## src/rtl/aecc_pkg.sv

```systemverilog
// Package with the opcode, sequencer and request/response types of the execute unit.
`timescale 1ns / 1ps
`default_nettype none

package aecc_pkg;

  // Opcodes of the virtual machine; codes 22 to 31 are no-operations.
  typedef enum logic [4:0] {
    OP_MOV  = 5'd0,
    OP_ADD  = 5'd1,
    OP_SUB  = 5'd2,
    OP_SWAP = 5'd3,
    OP_MUL  = 5'd4,
    OP_DIV  = 5'd5,
    OP_CMP  = 5'd6,
    OP_SHL  = 5'd7,
    OP_SHR  = 5'd8,
    OP_AND  = 5'd9,
    OP_OR   = 5'd10,
    OP_XOR  = 5'd11,
    OP_JMP  = 5'd12,
    OP_JZ   = 5'd13,
    OP_JP   = 5'd14,
    OP_JN   = 5'd15,
    OP_JNZ  = 5'd16,
    OP_JNP  = 5'd17,
    OP_JNN  = 5'd18,
    OP_LDL  = 5'd19,
    OP_LDH  = 5'd20,
    OP_NOT  = 5'd21
  } op_t;

  // Top-level sequencer states.
  typedef enum logic [1:0] {
    ST_IDLE,
    ST_EXEC,
    ST_WAIT,
    ST_OUT
  } top_state_t;

  // Multiply/divide unit states.
  typedef enum logic [1:0] {
    MD_IDLE,
    MD_RUN,
    MD_FIX,
    MD_DONE
  } md_state_t;

  // Request from the sequencer to the multiply/divide unit.
  typedef struct packed {
    logic start;
    logic is_div;
  } md_req_t;

  // Response of the multiply/divide unit; results hold until the next start.
  typedef struct packed {
    logic        done;
    logic [31:0] quotient;
    logic [31:0] remainder;
  } md_rsp_t;

  localparam logic [31:0] SEG_MASK = 32'hFFFF_0000;
  localparam logic [31:0] OFS_MASK = 32'h0000_FFFF;
  localparam logic [4:0]  LAST_STEP = 5'd31;

endpackage : aecc_pkg

`default_nettype wire

```

## src/rtl/aecc_muldiv.sv

```systemverilog
// Iterative multiply and signed divide unit built around one shared 33-bit adder.
`timescale 1ns / 1ps
`default_nettype none

module aecc_muldiv (
  input  wire logic             clk,
  input  wire logic             rst_n,
  input  wire aecc_pkg::md_req_t req,
  input  wire logic [31:0]      opa,
  input  wire logic [31:0]      opb,
  output aecc_pkg::md_rsp_t     rsp
);
  import aecc_pkg::*;

  md_state_t   state_r, state_nxt;
  logic [4:0]  cnt_r, cnt_nxt;
  logic        is_div_r, is_div_nxt;
  logic        neg_q_r, neg_q_nxt;
  logic        neg_r_r, neg_r_nxt;
  // acc_r: product (multiply) or partial remainder (divide).
  // sh_r:  multiplier shifting right (multiply) or dividend/quotient (divide).
  // mc_r:  multiplicand shifting left (multiply) or divisor magnitude (divide).
  logic [31:0] acc_r, acc_nxt;
  logic [31:0] sh_r, sh_nxt;
  logic [31:0] mc_r, mc_nxt;

  logic [31:0] rem_sh;
  logic [31:0] add_x, add_y;
  logic [32:0] add_sum;

  // Shared adder: adds for multiply, trial subtract for divide.
  always_comb begin
    rem_sh  = {acc_r[30:0], sh_r[31]};
    add_x   = is_div_r ? rem_sh : acc_r;
    add_y   = is_div_r ? ~mc_r : (sh_r[0] ? mc_r : 32'd0);
    add_sum = {1'b0, add_x} + {1'b0, add_y} + {32'd0, is_div_r};
  end

  // Sequencer state register.
  always_ff @(posedge clk) begin
    if (!rst_n) begin
      state_r <= MD_IDLE;
    end else begin
      state_r <= state_nxt;
    end
  end

  // Datapath registers.
  always_ff @(posedge clk) begin
    cnt_r    <= cnt_nxt;
    is_div_r <= is_div_nxt;
    neg_q_r  <= neg_q_nxt;
    neg_r_r  <= neg_r_nxt;
    acc_r    <= acc_nxt;
    sh_r     <= sh_nxt;
    mc_r     <= mc_nxt;
  end

  // Next state and datapath updates.
  always_comb begin
    state_nxt  = state_r;
    cnt_nxt    = cnt_r;
    is_div_nxt = is_div_r;
    neg_q_nxt  = neg_q_r;
    neg_r_nxt  = neg_r_r;
    acc_nxt    = acc_r;
    sh_nxt     = sh_r;
    mc_nxt     = mc_r;
    unique case (state_r)
      MD_IDLE: begin
        if (req.start) begin
          state_nxt  = MD_RUN;
          cnt_nxt    = 5'd0;
          is_div_nxt = req.is_div;
          acc_nxt    = 32'd0;
          if (req.is_div) begin
            neg_q_nxt = opa[31] ^ opb[31];
            neg_r_nxt = opa[31];
            sh_nxt    = opa[31] ? (~opa + 32'd1) : opa;
            mc_nxt    = opb[31] ? (~opb + 32'd1) : opb;
          end else begin
            neg_q_nxt = 1'b0;
            neg_r_nxt = 1'b0;
            sh_nxt    = opb;
            mc_nxt    = opa;
          end
        end
      end
      MD_RUN: begin
        if (is_div_r) begin
          // Restoring division step: keep the difference when no borrow.
          acc_nxt = add_sum[32] ? add_sum[31:0] : rem_sh;
          sh_nxt  = {sh_r[30:0], add_sum[32]};
        end else begin
          acc_nxt = add_sum[31:0];
          sh_nxt  = {1'b0, sh_r[31:1]};
          mc_nxt  = {mc_r[30:0], 1'b0};
        end
        cnt_nxt = cnt_r + 5'd1;
        if (cnt_r == LAST_STEP) begin
          state_nxt = MD_FIX;
        end
      end
      MD_FIX: begin
        // Restore signs: quotient by operand signs, remainder follows the dividend.
        if (is_div_r) begin
          acc_nxt = neg_r_r ? (~acc_r + 32'd1) : acc_r;
          sh_nxt  = neg_q_r ? (~sh_r + 32'd1) : sh_r;
        end
        state_nxt = MD_DONE;
      end
      MD_DONE: begin
        state_nxt = MD_IDLE;
      end
      default: begin
        state_nxt = MD_IDLE;
      end
    endcase
  end

  // Response: the product comes from the accumulator, the quotient from the shift register.
  always_comb begin
    rsp.done      = (state_r == MD_DONE);
    rsp.quotient  = is_div_r ? sh_r : acc_r;
    rsp.remainder = acc_r;
  end

`ifndef NO_ASSERTIONS
  // A start is only honored when the unit is free.
  assert property (@(posedge clk) disable iff (!rst_n)
    (req.start && state_r == MD_IDLE) |=> (state_r == MD_RUN))
    else $error("muldiv did not start on request");

  // The fix-up step always follows the last iteration.
  assert property (@(posedge clk) disable iff (!rst_n)
    (state_r == MD_RUN && cnt_r == LAST_STEP) |=> (state_r == MD_FIX))
    else $error("muldiv skipped sign fix-up");

  // Done lasts exactly one cycle.
  assert property (@(posedge clk) disable iff (!rst_n)
    rsp.done |=> !rsp.done)
    else $error("muldiv done held longer than one cycle");
`endif

endmodule : aecc_muldiv

`default_nettype wire

```

## src/rtl/alu_execute_with_condition_codes.sv

```systemverilog
// Top level of the execute unit with condition flags and accumulator.
// A request passes through the EXEC and OUT states; MUL and nonzero DIV also pass through WAIT.
// MUL and nonzero DIV run 32 iterations of one shared adder in the multiply/divide unit, plus setup.
// One request is in flight at a time, so a new request is taken only once the result is in the
// output register; output stalls delay this.
// Synchronous active-low reset clears the flags, the accumulator and all handshake state.
`timescale 1ns / 1ps
`default_nettype none

module alu_execute_with_condition_codes (
  input  wire logic         clk,
  input  wire logic         rst_n,
  input  wire logic         in_tvalid,
  output logic              in_tready,
  // in_tdata: operand_a[31:0], operand_b[63:32], current_ip[95:64]
  input  wire logic [95:0]  in_tdata,
  // in_tuser: kind[4:0]
  input  wire logic [4:0]   in_tuser,
  output logic              out_tvalid,
  input  wire logic         out_tready,
  // out_tdata: result_a[31:0], write_a[32], result_b[64:33], write_b[65],
  // next_ip[97:66], jump_taken[98], flag_zero[99], flag_negative[100],
  // accumulator_out[132:101], divide_error[133], zero pad[135:134]
  output logic [135:0]      out_tdata
);
  import aecc_pkg::*;

  top_state_t  state_r, state_nxt;
  op_t         op_r;
  logic [31:0] a_r, b_r, ip_r;
  logic        zero_r, zero_nxt;
  logic        neg_r, neg_nxt;
  logic [31:0] acc_r, acc_nxt;
  logic        out_valid_r;
  logic [135:0] out_data_r, out_data_nxt;

  md_req_t     md_req;
  md_rsp_t     md_rsp;

  logic        in_fire, out_load;

  // Result fields computed in the output state.
  logic [31:0] res_a, res_b, res_ip;
  logic        wr_a, wr_b, take, div_err, set_fl;
  logic [31:0] fl_val;

  assign in_tready  = (state_r == ST_IDLE);
  assign in_fire    = in_tvalid && in_tready;
  assign out_load   = (state_r == ST_OUT) && (!out_valid_r || out_tready);
  assign out_tvalid = out_valid_r;
  assign out_tdata  = out_data_r;

  aecc_muldiv u_muldiv (
    .clk   (clk),
    .rst_n (rst_n),
    .req   (md_req),
    .opa   (a_r),
    .opb   (b_r),
    .rsp   (md_rsp)
  );

  // Sequencer state register.
  always_ff @(posedge clk) begin
    if (!rst_n) begin
      state_r <= ST_IDLE;
    end else begin
      state_r <= state_nxt;
    end
  end

  // Sequencer next state and multiply/divide request.
  always_comb begin
    state_nxt     = state_r;
    md_req.start  = 1'b0;
    md_req.is_div = (op_r == OP_DIV);
    unique case (state_r)
      ST_IDLE: begin
        if (in_fire) begin
          state_nxt = ST_EXEC;
        end
      end
      ST_EXEC: begin
        if (op_r == OP_MUL || (op_r == OP_DIV && b_r != 32'd0)) begin
          md_req.start = 1'b1;
          state_nxt    = ST_WAIT;
        end else begin
          state_nxt = ST_OUT;
        end
      end
      ST_WAIT: begin
        if (md_rsp.done) begin
          state_nxt = ST_OUT;
        end
      end
      ST_OUT: begin
        if (out_load) begin
          state_nxt = ST_IDLE;
        end
      end
      default: begin
        state_nxt = ST_IDLE;
      end
    endcase
  end

  // Request capture.
  always_ff @(posedge clk) begin
    if (in_fire) begin
      op_r <= op_t'(in_tuser);
      a_r  <= in_tdata[31:0];
      b_r  <= in_tdata[63:32];
      ip_r <= in_tdata[95:64];
    end
  end

  // Opcode decode and result selection.
  always_comb begin
    res_a   = a_r;
    res_b   = b_r;
    wr_a    = 1'b0;
    wr_b    = 1'b0;
    take    = 1'b0;
    div_err = 1'b0;
    set_fl  = 1'b0;
    fl_val  = 32'd0;
    acc_nxt = acc_r;
    unique case (op_r)
      OP_MOV: begin
        res_a = b_r;
        wr_a  = 1'b1;
      end
      OP_ADD: begin
        res_a = a_r + b_r;
        wr_a  = 1'b1;
        set_fl = 1'b1;
      end
      OP_SUB: begin
        res_a = a_r - b_r;
        wr_a  = 1'b1;
        set_fl = 1'b1;
      end
      OP_SWAP: begin
        res_a = b_r;
        res_b = a_r;
        wr_a  = 1'b1;
        wr_b  = 1'b1;
      end
      OP_MUL: begin
        res_a = md_rsp.quotient;
        wr_a  = 1'b1;
        set_fl = 1'b1;
      end
      OP_DIV: begin
        if (b_r == 32'd0) begin
          div_err = 1'b1;
        end else begin
          res_a   = md_rsp.quotient;
          wr_a    = 1'b1;
          set_fl  = 1'b1;
          acc_nxt = md_rsp.remainder;
        end
      end
      OP_CMP: begin
        set_fl = 1'b1;
        fl_val = a_r - b_r;
      end
      OP_SHL: begin
        res_a = a_r << b_r[4:0];
        wr_a  = 1'b1;
      end
      OP_SHR: begin
        res_a = $unsigned($signed(a_r) >>> b_r[4:0]);
        wr_a  = 1'b1;
      end
      OP_AND: begin
        res_a = a_r & b_r;
        wr_a  = 1'b1;
        set_fl = 1'b1;
      end
      OP_OR: begin
        res_a = a_r | b_r;
        wr_a  = 1'b1;
        set_fl = 1'b1;
      end
      OP_XOR: begin
        res_a = a_r ^ b_r;
        wr_a  = 1'b1;
        set_fl = 1'b1;
      end
      OP_JMP: take = 1'b1;
      OP_JZ:  take = zero_r;
      OP_JP:  take = !zero_r && !neg_r;
      OP_JN:  take = neg_r;
      OP_JNZ: take = !zero_r;
      OP_JNP: take = zero_r || neg_r;
      OP_JNN: take = !neg_r;
      OP_LDL: acc_nxt = (acc_r & SEG_MASK) | (a_r & OFS_MASK);
      OP_LDH: acc_nxt = {a_r[15:0], acc_r[15:0]};
      OP_NOT: begin
        res_a = ~a_r;
        wr_a  = 1'b1;
        set_fl = 1'b1;
      end
      default: begin
      end
    endcase
    // CMP supplies its own flag value; every other flag-setting opcode uses its result.
    if (op_r != OP_CMP) begin
      fl_val = res_a;
    end
    res_ip = take ? ((ip_r & SEG_MASK) + a_r) : ip_r;
    if (set_fl) begin
      zero_nxt = (fl_val == 32'd0);
      neg_nxt  = fl_val[31];
    end else begin
      zero_nxt = zero_r;
      neg_nxt  = neg_r;
    end
    out_data_nxt = {2'b00, div_err, acc_nxt, neg_nxt, zero_nxt, take, res_ip,
                    wr_b, res_b, wr_a, res_a};
  end

  // Architectural state commits when the result is loaded.
  always_ff @(posedge clk) begin
    if (!rst_n) begin
      zero_r <= 1'b0;
      neg_r  <= 1'b0;
      acc_r  <= 32'd0;
    end else if (out_load) begin
      zero_r <= zero_nxt;
      neg_r  <= neg_nxt;
      acc_r  <= acc_nxt;
    end
  end

  // Output register.
  always_ff @(posedge clk) begin
    if (!rst_n) begin
      out_valid_r <= 1'b0;
    end else if (out_load) begin
      out_valid_r <= 1'b1;
    end else if (out_tready) begin
      out_valid_r <= 1'b0;
    end
  end

  always_ff @(posedge clk) begin
    if (out_load) begin
      out_data_r <= out_data_nxt;
    end
  end

`ifndef NO_ASSERTIONS
  // An accepted request always moves on to execution.
  assert property (@(posedge clk) disable iff (!rst_n)
    in_fire |=> (state_r == ST_EXEC))
    else $error("accepted request did not enter execution");

  // The multiply/divide unit only finishes while the sequencer waits for it.
  assert property (@(posedge clk) disable iff (!rst_n)
    md_rsp.done |-> (state_r == ST_WAIT))
    else $error("muldiv finished outside the wait state");

  // A divide error never writes back operand A.
  assert property (@(posedge clk) disable iff (!rst_n)
    (out_valid_r && out_data_r[133]) |-> !out_data_r[32])
    else $error("divide error with operand write-back");

  // The output register is never overwritten while it still holds an untaken result.
  assert property (@(posedge clk) disable iff (!rst_n)
    (out_valid_r && !out_tready) |=> (out_valid_r && $stable(out_data_r)))
    else $error("pending result lost");
`endif

endmodule : alu_execute_with_condition_codes

`default_nettype wire
```

## config.mk

```make
export PLATFORM = sky130hd
export DESIGN_NAME = alu_execute_with_condition_codes
export DESIGN_NICKNAME = d
export VERILOG_FILES = /design/src/rtl/aecc_pkg.sv /design/src/rtl/aecc_muldiv.sv /design/src/rtl/alu_execute_with_condition_codes.sv
export SDC_FILE = /design/constraint.sdc
export NUM_CORES = 1
export LEC_CHECK = 0
export ABC_CLOCK_PERIOD_IN_PS = 7860
export BUFFER_PORTS_ARGS = -buffer_cell sky130_fd_sc_hd__buf_2
export CELL_PAD_IN_SITES_DETAIL_PLACEMENT = 1
export CELL_PAD_IN_SITES_GLOBAL_PLACEMENT = 1
export CORE_ASPECT_RATIO = 1.2
export CORE_MARGIN = 10
export CORE_UTILIZATION = 30
export CTS_CLUSTER_DIAMETER = 120
export DETAILED_ROUTE_END_ITERATION = 8
export PLACE_DENSITY = 0.53
export SYNTH_ARGS = -nofsm -noshare
export SYNTH_HDL_FRONTEND = slang
export SYNTH_HIERARCHICAL = 1
export SYNTH_SLANG_ARGS = --single-unit
export TNS_END_PERCENT = 50
```

## constraint.sdc

```tcl
create_clock -name clk -period 7.86 [get_ports clk]
set_input_delay 0.786 -clock clk [delete_from_list [all_inputs] [get_ports clk]]
set_output_delay 0.786 -clock clk [all_outputs]
set_load 0.1 [all_outputs]
```

== Yosys cells after proc, flatten, opt, wreduce, memory -nomap -nowiden ==
Cells that the tools add are included.
Widths: inputs -> output; s select.
Operators by class
  mux-type cells: 52
  bitwise logic cells: 10
  $add $sub $neg: 10
  reductions and logical operators: 29
  shift operators: 2
  multipliers: 0
  equal/unequal tests: 38
  divide/modulo/power cells: 0
  $lt $le $gt $ge: 0
Operators by type and width (count)
  $mux 32: 25
  $pmux 32 s11: 1
  $pmux 32 s3: 3
  $not 32->32: 5
  $add 32x1->32 const B: 4
  $add 32x32->32: 2
  $logic_not 32->1: 2
  $pmux 32 s2: 1
  $eq 5x4->1 const B: 8
  $eq 5x5->1 const B: 7
  $add 32x32->33: 1
  $add 33x1->33: 1
  $and 32x32->32: 1
  $or 32x16->32: 1
  $or 32x32->32: 1
  $reduce_bool 32->1: 1
  $shl 32x5->32: 1
  $sshr 32x5->32: 1
  $sub 32x32->32: 1
  $xor 32x32->32: 1
  $eq 5x3->1 const B: 4
  $pmux 2 s4: 2
  $reduce_or 11->1: 1
  $eq 5x2->1 const B: 2
  other kinds (26): 64
Word-level totals
  bits in registers: 378
  bits in latches: 0
  input port bits: 105
  output and inout bits: 138
  memories: 0
  bits in read-only memories: 0
  memory bits (writable): 0

== Logic depth before layout (Yosys ltp) ==
Gate-level depths: netlist (run 1).
  depth after elaboration: 7
  gate-level depth with buffers: 20
  gate-level depth less buffers: 17

== Cells and area by module ==
The synthesis (run 1) kept the hierarchy.
By module, submodules not included
  alu_execute_with_condition_codes: area each 22328.9 um^2, cells each 2435, times used 1, seq. area each 7797.5 um^2
  aecc_muldiv: area each 10824.1 um^2, cells each 1423, times used 1, seq. area each 3163.0 um^2

== Worst setup path before layout (run 1) ==
OpenSTA, ideal clock, no wires.
  kind: reg-to-reg
  start: reg out_valid_r, in the netlist out_tvalid
  end: reg out_data_r[0], in the netlist out_tdata[0], enable pin
  period minus slack after synthesis: 5.846 ns
  required time: 7.309 ns
  arrival time: 5.295 ns
  cell stages (with the launch flop): 6
  path buffers: 2
  setup slack: 2.014 ns
  setup time: 0.551 ns
  path through: dfxtp_1 > nor2b_1 > nand2b_1 > inv_1 > clkbuf_1 > clkbuf_1
Between the ends
  word-level cells in the longest chain between the ends: 3
RTL lines
  start: declaration: line alu_execute_with_condition_codes.sv:34  | logic out_valid_r;
  start signal: assignment: line alu_execute_with_condition_codes.sv:239  | out_valid_r <= 1'b0;
  start signal: assignment: line alu_execute_with_condition_codes.sv:241  | out_valid_r <= 1'b1;
  start signal: assignment: line alu_execute_with_condition_codes.sv:243  | out_valid_r <= 1'b0;
  $logic_not 1->1: line alu_execute_with_condition_codes.sv:49  | assign out_load = (state_r == ST_OUT) && (!out_valid_r || out_tready);
  $logic_or 1x1->1: line alu_execute_with_condition_codes.sv:49
  $logic_and 1x1->1: line alu_execute_with_condition_codes.sv:49
  named net out_load: line alu_execute_with_condition_codes.sv:40  | logic in_fire, out_load;
  end signal: assignment: line alu_execute_with_condition_codes.sv:249  | out_data_r <= out_data_nxt;
  end: declaration: line alu_execute_with_condition_codes.sv:35  | logic [135:0] out_data_r, out_data_nxt;
The timed path passes the listed nets, and every way through them passes these cells.
A chain may end at the register's enable or synchronous reset.

== Final worst setup path (run 1) ==
  start: reg b_r[3]
  end: reg zero_r
Between the ends
  word-level cells in the longest chain between the ends: 6
  elaborated cells on any way between the ends: 16
RTL lines
  start: declaration: line alu_execute_with_condition_codes.sv:30  | logic [31:0] a_r, b_r, ip_r;
  start signal: assignment: line alu_execute_with_condition_codes.sv:111  | b_r <= in_tdata[63:32];
  parallel branches: the longest is 2 deep, another holds $sub 32x32->32
  $pmux 32 s11 (*): line alu_execute_with_condition_codes.sv:127  | unique case (op_r)
  named net res_a[3]: line alu_execute_with_condition_codes.sv:43  | logic [31:0] res_a, res_b, res_ip;
  $mux 32 (*): line alu_execute_with_condition_codes.sv:208  | if (op_r != OP_CMP) begin
  $logic_not 32->1 (*): line alu_execute_with_condition_codes.sv:213  | zero_nxt = (fl_val == 32'd0);
  $mux 1 (*): line alu_execute_with_condition_codes.sv:212  | if (set_fl) begin
  end signal: assignment: line alu_execute_with_condition_codes.sv:230  | zero_r <= zero_nxt;
  end: declaration: line alu_execute_with_condition_codes.sv:31  | logic zero_r, zero_nxt;
Mark *: on every way through the listed nets, which the timed path passes.

==> impl_metrics.sql, run 1 <==
INSERT INTO impl_metrics (metric_group, metric, value, unit) VALUES
('layout', 'final_cells', '5492', ''),
('clock_tree', 'numClockSinks', '378', ''),
('placed_design', 'post-dp-hpwl', '150', 'mm'),
('die', 'die_x', '323', 'um'),
('critical_path', 'worstPathArrival', '7.09', 'ns'),
('critical_path', 'crit_path_max_fanout', '40', ''),
('sta', 'slew_headroom', '-9.77', '%'),
('run_status', 'failing_checks', 'capacitance limit, slew limit', ''),
('critical_path', 'element_type_at_the_critical_path_end', 'register', ''),
('route', 'avgViaCountPerCell', '6.24', ''),
('yosys', 'synthArstFlopShare', '0', '%'),
('grt', 'via_count_of_the_first_global_routing_pass', '34800', ''),
('run_status', 'run_status', 'complete, but fails checks', ''),
('die', 'placement_rows', '133', ''),
('placed_design', 'placement.io_buffers', '240', ''),
('yosys', 'synth.lib_cells_used.distinct', '102', ''),
('clock_tree', 'cts_setup_buffers', '0', ''),
('clock_tree', 'clk_latency', '0.67', 'ns'),
('critical_path', 'critical_path_required', '8.44', 'ns'),
('sta', 'unrepaired_setup_endpoints_after_global_routing', 'false', ''),
('yosys', 'post_synth_main_area_contributors', 'sky130_fd_sc_hd__edfxtp_1 31%, sky130_fd_sc_hd__ha_1 6.3%, sky130_fd_sc_hd__nand2_1 6.2%', ''),
('critical_path', 'worst_path_max_delay_cell', 'sky130_fd_sc_hd__a2111oi_0', ''),
('layout', 'drive_above_1_share', '15.9', '%'),
('layout', 'filler_cell_count', '12800', ''),
('sta', 'timing_max_transition_violations_final', '2', ''),
('yosys', 'yosysTopAreaCell', 'sky130_fd_sc_hd__edfxtp_1', ''),
('grt', 'grt_use_total', '31.1', '%'),
('job', 'number_of_maximum_capacitance_violations', '1', ''),
('pwr', 'power_density', '363', 'mW/mm^2'),
('sta', 'number_of_hold_slack_violations_in_the_final_timing_report', '0', ''),
('critical_path', 'crit_chain', 'buf_4, nor3_1, and3_1, nand4_1, buf_4, inv_2, a2111oi_0, nand4_1, nor4_1, nand3_1, or4_1, o31ai_2, nand3_1, o31ai_1', ''),
('hold_path', 'cell_depth_of_the_worst_hold_path', '1', ''),
('sta', 'setup_violations', '0', ''),
('hold_path', 'hp-start', 'in_tdata[63]', ''),
('grt', 'grt_overflow', '0', ''),
('placed_design', 'placed_cells', '5389', ''),
('placed_design', 'place.gp.congestion', '1.03', ''),
('route', 'drt-pass1-iter-count', '6', ''),
('critical_path', 'critical_path_class', 'reg2reg', ''),
('sta', 'timing.final.crit_period', '6.51', 'ns'),
('clock_tree', 'root_buffer', 'sky130_fd_sc_hd__clkbuf_16', ''),
('clock_tree', 'tritoncts', 'built', ''),
('sta', 'worst_pin_slew', '1.61', 'ns'),
('layout', 'layout_commonest_cell', 'sky130_fd_sc_hd__nand2_1', ''),
('clock_tree', 'cts-root-to-sink-buffers', '3', ''),
('clock_tree', 'cts-hold-fix-buffers', '0', ''),
('yosys', 'ys_warnings', '6', ''),
('route', 'drt-initial-drc-count', '3460', ''),
('pwr', 'leakage_component_of_the_power', '0.0151', 'uW'),
('route', 'detailroute.via_count', '34300', ''),
('placed_design', 'dpl_cell_area', '0.0364', 'sq mm'),
('yosys', 'postSynthRegisterBits', '378', ''),
('clock_tree', 'cts-resized-gates', '0', ''),
('die', 'pin_count', '243', ''),
('yosys', 'postSynth.topFlopCell', 'sky130_fd_sc_hd__edfxtp_1', ''),
('die', 'chip_height', '384', 'um'),
('sta', 'fmaxAchievable', '154', 'MHz'),
('yosys', 'synth-edff-count', '339', ''),
('route', 'route.detailed.wl_per_inst', '36.4', 'um'),
('critical_path', 'timing.critical_path.from', 'b_r[3]', ''),
('layout', 'most_used_cells_in_the_layout_excluding_fill_and_tap_cells', '546 x sky130_fd_sc_hd__nand2_1, 339 x sky130_fd_sc_hd__edfxtp_1, 294 x sky130_fd_sc_hd__o21ai_0', ''),
('hold_path', 'hp-class', 'in2reg', ''),
('grt', 'grt_antenna_before_repair', '30', ''),
('pwr', 'worst_ir_drop_vdd', '0.000256', 'V'),
('route', 'antenna_violating_nets_left', '0', ''),
('critical_path', 'startpoint_type', 'register', ''),
('yosys', 'syn_area_per_cell', '8.59', 'sq um'),
('yosys', 'netlist.area_leader.share', '30.7', '%'),
('yosys', 'mapped_area', '0.0332', 'sq mm'),
('sta', 'finalClockSkew', '0.0369', 'ns'),
('clock_tree', 'total_cts_buffers', '50', '');
==> worst max-delay path: cells and delay by family, from the launching register on <==
family | cells | cell delay, ns
AO/OA/AOI/OAI | 3 | 2.18
AND/OR/NAND/NOR | 8 | 2.60
buffers and inverters | 3 | 1.25
flip-flops | 1 | 0.36
==> power by group <==
part,leakage [uW],internal [uW],switching [uW]
clock,0.000855,1430,1070
sequential,0.00345,2800,523
combinational,0.0108,2280,5720
total,0.0151,6520,7310
==> per-layer routing <==
layer | routed length [um] | track usage [%] | share of wire [%] | vias to the layer above
li1 | - | - | - | 14800
met2 | 94400 | 52.3 | 47 | 1557
met5 | 66 | 0 | 0.033 | -
met1 | 76400 | 35.8 | 38 | 17300
met3 | 12900 | 5.42 | 6.5 | 532
met4 | 15900 | 21.2 | 8.0 | 12
==> kinds of logic after synthesis <==
group,share of synthesized area [%]
DFF,33.1
muxes,7.02
xor gates and xnor gates,4.78
other,0.0113
AOI/OAI and AO/OA,24.5
adders and majority gates,6.57
buffers and inverters,5.93
and+or+nand+nor,18.1
==> stage by stage <==
stage	power, uW	setup WS [ns]
after CTS	13700	1.64
final	13800	1.35
after global routing	14400	1.66
after global placement	11100	1.74
after detailed placement	11100	1.66
after floorplan	8030	2.01
==> synthesized netlist by cell type, drive strengths merged (75+ instances only) <==
cell / n
mux2i: 84
nor2: 226
buf: 76
clkbuf: 214
o21ai: 298
xor2: 80
xnor2: 101
a21oi: 215
edfxtp: 339
nor3: 75
nand3: 86
nand2: 549
ha: 166
inv: 208
==> path summary, 6_finish.rpt <==
check | to | slack [ns]
worst max-delay path | zero_r | 1.35
worst min-delay path | b_r[31] | 0.29
worst max register to register | zero_r | 1.35
worst min register to register | acc_r[14] | 0.50
==> layout make-up <==
cell class	count	area [sq um]	area share, %
flip-flops and latches	378	11000	28.7
diodes	10	25.0	0.0656
multi-input cells	2979	20400	53.5
clock inverters	39	463	1.21
clock buffers	54	1290	3.38
well taps	1417	1770	4.65
inverters	212	803	2.11
repair buffers	403	2440	6.39
==> flip-flops by register name (all words and copies together) (netlist names) <==
| register | flops |
|---|---|
| out_tdata | 134 |
| a_r | 32 |
| acc_r | 32 |
| b_r | 32 |
| ip_r | 32 |
| u_muldiv/acc_r | 32 |
| u_muldiv/mc_r | 32 |
| u_muldiv/sh_r | 32 |
| op_r | 5 |
| u_muldiv/cnt_r | 5 |
| state_r | 2 |
| u_muldiv/state_r | 2 |
| neg_r | 1 |
| out_tvalid | 1 |
| u_muldiv/is_div_r | 1 |
| u_muldiv/neg_q_r | 1 |
| u_muldiv/neg_r_r | 1 |
| zero_r | 1 |
Power figures use the tool's default switching activity.
==> inputs of run 2 (changes only) <==
Settings changed: ABC_CLOCK_PERIOD_IN_PS 7860 to 6100.
Clock period 7.86 ns to 6.1 ns, I/O delays scaled along.
==> run 2 against run 1 <==
Net effect:
- the flow now finishes without violations
- global-route usage is 0.34 points higher
- die area did not move
- design area is 0.58% higher
- critical path depth is the same
- clock skew grew 0.030 ns
- final cell count rose by 0.73%
- non-clock buffer count increased by 51
- flip-flop and latch count unchanged
- combinational power up 31%
==> impl_metrics.sql, run 2 (synthesized netlist as in run 1, its figures left out) <==
INSERT INTO impl_metrics (metric_group, metric, value, unit) VALUES
('grt', 'grt_overflow', '0', ''),
('grt', 'grt_start_max_net_pins', '104', ''),
('route', 'routed-wl-met3', '13.0', 'mm'),
('route', 'antenna_violating_nets_left', '0', ''),
('die', 'fp.dieArea', '0.124', 'sq mm'),
('pwr', 'leakage_component_of_the_power', '0.0152', 'uW'),
('layout', 'final_cells', '5532', ''),
('critical_path', 'setup.reg_to_reg.worst_slack', '0.34', 'ns'),
('sta', 'slew_headroom', '6.04', '%'),
('layout', 'layout_commonest_cell', 'sky130_fd_sc_hd__nand2_1', ''),
('run_status', 'run_status', 'completed', ''),
('sta', 'finalClockSkew', '0.0672', 'ns'),
('route', 'drc', '0', ''),
('clock_tree', 'numClockSinks', '378', ''),
('sta', 'timing_max_transition_violations_final', '0', ''),
('critical_path', 'worst_reg_to_reg_path_cell_count', '14', ''),
('critical_path', 'regToRegStartpoint', 'op_r[1]', ''),
('hold_path', 'hp-start', 'in_tdata[54]', ''),
('route', 'detailroute.via_count', '34500', ''),
('route', 'route.met2.wl', '96.2', 'mm'),
('die', 'chip_height', '384', 'um'),
('clock_tree', 'clk_latency', '0.69', 'ns'),
('critical_path', 'element_type_at_the_critical_path_end', 'register', ''),
('die', 'placement_rows', '133', ''),
('layout', 'drive_above_1_share', '16.4', '%'),
('grt', 'via_count_of_the_first_global_routing_pass', '35100', ''),
('route', 'drt-pass1-iter-count', '8', ''),
('layout', 'most_used_cells_in_the_layout_excluding_fill_and_tap_cells', '547 x sky130_fd_sc_hd__nand2_1, 339 x sky130_fd_sc_hd__edfxtp_1, 294 x sky130_fd_sc_hd__o21ai_0', ''),
('placed_design', 'place.gp.congestion', '1.01', ''),
('sta', 'setup_violations', '0', ''),
('hold_path', 'hold_end', 'b_r[22]', ''),
('placed_design', 'placed_cells', '5440', ''),
('grt', 'grt_pass1_wl', '278', 'mm'),
('grt', 'grt_antenna_before_repair', '22', ''),
('clock_tree', 'tritoncts', 'built', ''),
('pwr', 'worst_ir_drop_vdd', '0.000250', 'V'),
('grt', 'grt_use_total', '31.5', '%'),
('route', 'highest-signal-layer', 'met5', ''),
('job', 'number_of_maximum_capacitance_violations', '0', ''),
('placed_design', 'post-dp-hpwl', '156', 'mm'),
('clock_tree', 'cts-resized-gates', '0', ''),
('sta', 'share_of_the_cycle_needed_by_the_critical_path_after_routing', '94.4', '%'),
('die', 'pin_count', '243', ''),
('placed_design', 'placement.io_buffers', '240', ''),
('clock_tree', 'cts-root-to-sink-buffers', '3', ''),
('pwr', 'power_density', '463', 'mW/mm^2'),
('clock_tree', 'cts-hold-fix-buffers', '0', ''),
('critical_path', 'startpoint_type', 'register', ''),
('die', 'die_x', '323', 'um'),
('layout', 'largest_register_ff_count', '134', ''),
('die', 'start_util', '30.2', '%'),
('clock_tree', 'clk_pin_slew_worst_paths', '0.07', 'ns'),
('layout', 'layout.nets', '4349', ''),
('critical_path', 'critical_path_required', '6.70', 'ns'),
('clock_tree', 'total_cts_buffers', '48', ''),
('critical_path', 'worstPathArrival', '6.35', 'ns'),
('sta', 'unrepaired_setup_endpoints_after_global_routing', 'false', ''),
('clock_tree', 'cts_setup_buffers', '0', ''),
('route', 'routed_wirelength', '202', 'mm'),
('critical_path', 'critical_path_class', 'reg2reg', ''),
('hold_path', 'cell_depth_of_the_worst_hold_path', '1', ''),
('critical_path', 'crit_path_max_fanout', '17', ''),
('route', 'route.detailed.wl_per_inst', '36.4', 'um'),
('route', 'drt-initial-drc-count', '3384', ''),
('placed_design', 'dpl_cell_area', '0.0368', 'sq mm'),
('route', 'avgViaCountPerCell', '6.23', ''),
('route', 'wl_met1', '74.5', 'mm'),
('layout', 'filler_cell_count', '12800', ''),
('layout', 'final_core_util', '35.0', '%'),
('sta', 'timing.hold.ws', '0.0930', 'ns'),
('sta', 'number_of_hold_slack_violations_in_the_final_timing_report', '0', ''),
('critical_path', 'timing.rr.end', 'zero_r', ''),
('sta', 'worst_pin_slew', '1.40', 'ns'),
('clock_tree', 'cts_htree_levels', '2', ''),
('hold_path', 'hp-class', 'in2reg', ''),
('clock_tree', 'root_buffer', 'sky130_fd_sc_hd__clkbuf_16', ''),
('sta', 'fmaxAchievable', '174', 'MHz'),
('sta', 'timing.final.crit_period', '5.76', 'ns'),
('layout', 'areaGrowthSynthToFinish', '15.7', '%'),
('die', 'floorplan.core_area', '0.110', 'sq mm'),
('layout', 'finalInstanceArea', '0.0384', 'sq mm'),
('sta', 'fin_tns_setup', '0', 'ns');
run 2: cell type report:
cell class | instances | area, sq um | area share, %
Tap cell | 1417 | 1770 | 4.62
Sequential cell | 378 | 11000 | 28.6
Timing Repair Buffer | 454 | 2900 | 7.55
Multi-Input combinational cell | 2979 | 20400 | 53.1
Antenna cell | 5 | 12.5 | 0.0326
Inverter | 212 | 803 | 2.09
Clock buffer | 66 | 1340 | 3.50
Clock inverter | 21 | 203 | 0.528
run 2: routing by layer:
| metal | vias up | GRT usage [%] |
|---|---|---|
| met3 | 610 | 5.77 |
| met2 | 1625 | 53.2 |
| li1 | 14900 | - |
| met5 | - | 0 |
| met1 | 17300 | 35.0 |
| met4 | 12 | 23.2 |
run 2: worst max-delay path by stage:
stage | cells past startpoint | from | slack [ns] | end
after CTS | 14 | op_r[1] | 0.69 | zero_r
after floorplan | 5 | out_tvalid | 0.25 | out_tdata[0]
after detailed placement | 14 | op_r[1] | 0.69 | zero_r
final | 14 | op_r[1] | 0.34 | zero_r
after global routing | 14 | op_r[1] | 0.53 | zero_r
after global placement | 14 | op_r[1] | 0.52 | zero_r
run 2: worst max-delay path, stage by stage, from the launching register on:
cell	delay, ns
sky130_fd_sc_hd__edfxtp_1	0.37
sky130_fd_sc_hd__buf_4	0.22
sky130_fd_sc_hd__buf_4	0.23
sky130_fd_sc_hd__nand3b_1	0.43
sky130_fd_sc_hd__nor2_1	0.33
sky130_fd_sc_hd__a22oi_1	0.31
sky130_fd_sc_hd__o21ai_0	0.39
sky130_fd_sc_hd__a2111oi_0	0.91
sky130_fd_sc_hd__nand4_1	0.44
sky130_fd_sc_hd__a2bb2oi_1	0.25
sky130_fd_sc_hd__buf_4	0.22
sky130_fd_sc_hd__or4_1	0.62
sky130_fd_sc_hd__o31ai_2	0.58
sky130_fd_sc_hd__nand3_1	0.14
sky130_fd_sc_hd__o31ai_1	0.26
run 2: through the flow:
stage / setup WS [ns] / total power (uW)
after floorplan: 0.254 / 10300
after global placement: 0.522 / 14600
after detailed placement: 0.689 / 14600
after CTS: 0.687 / 17600
after global routing: 0.526 / 18500
final: 0.342 / 17800
run 2: power by group:
part	switching, uW	total [uW]	leakage (uW)	internal [uW]
registers	706	4320	0.00345	3610
logic	7460	10500	0.0110	3080
clock network	1260	2900	0.000738	1630
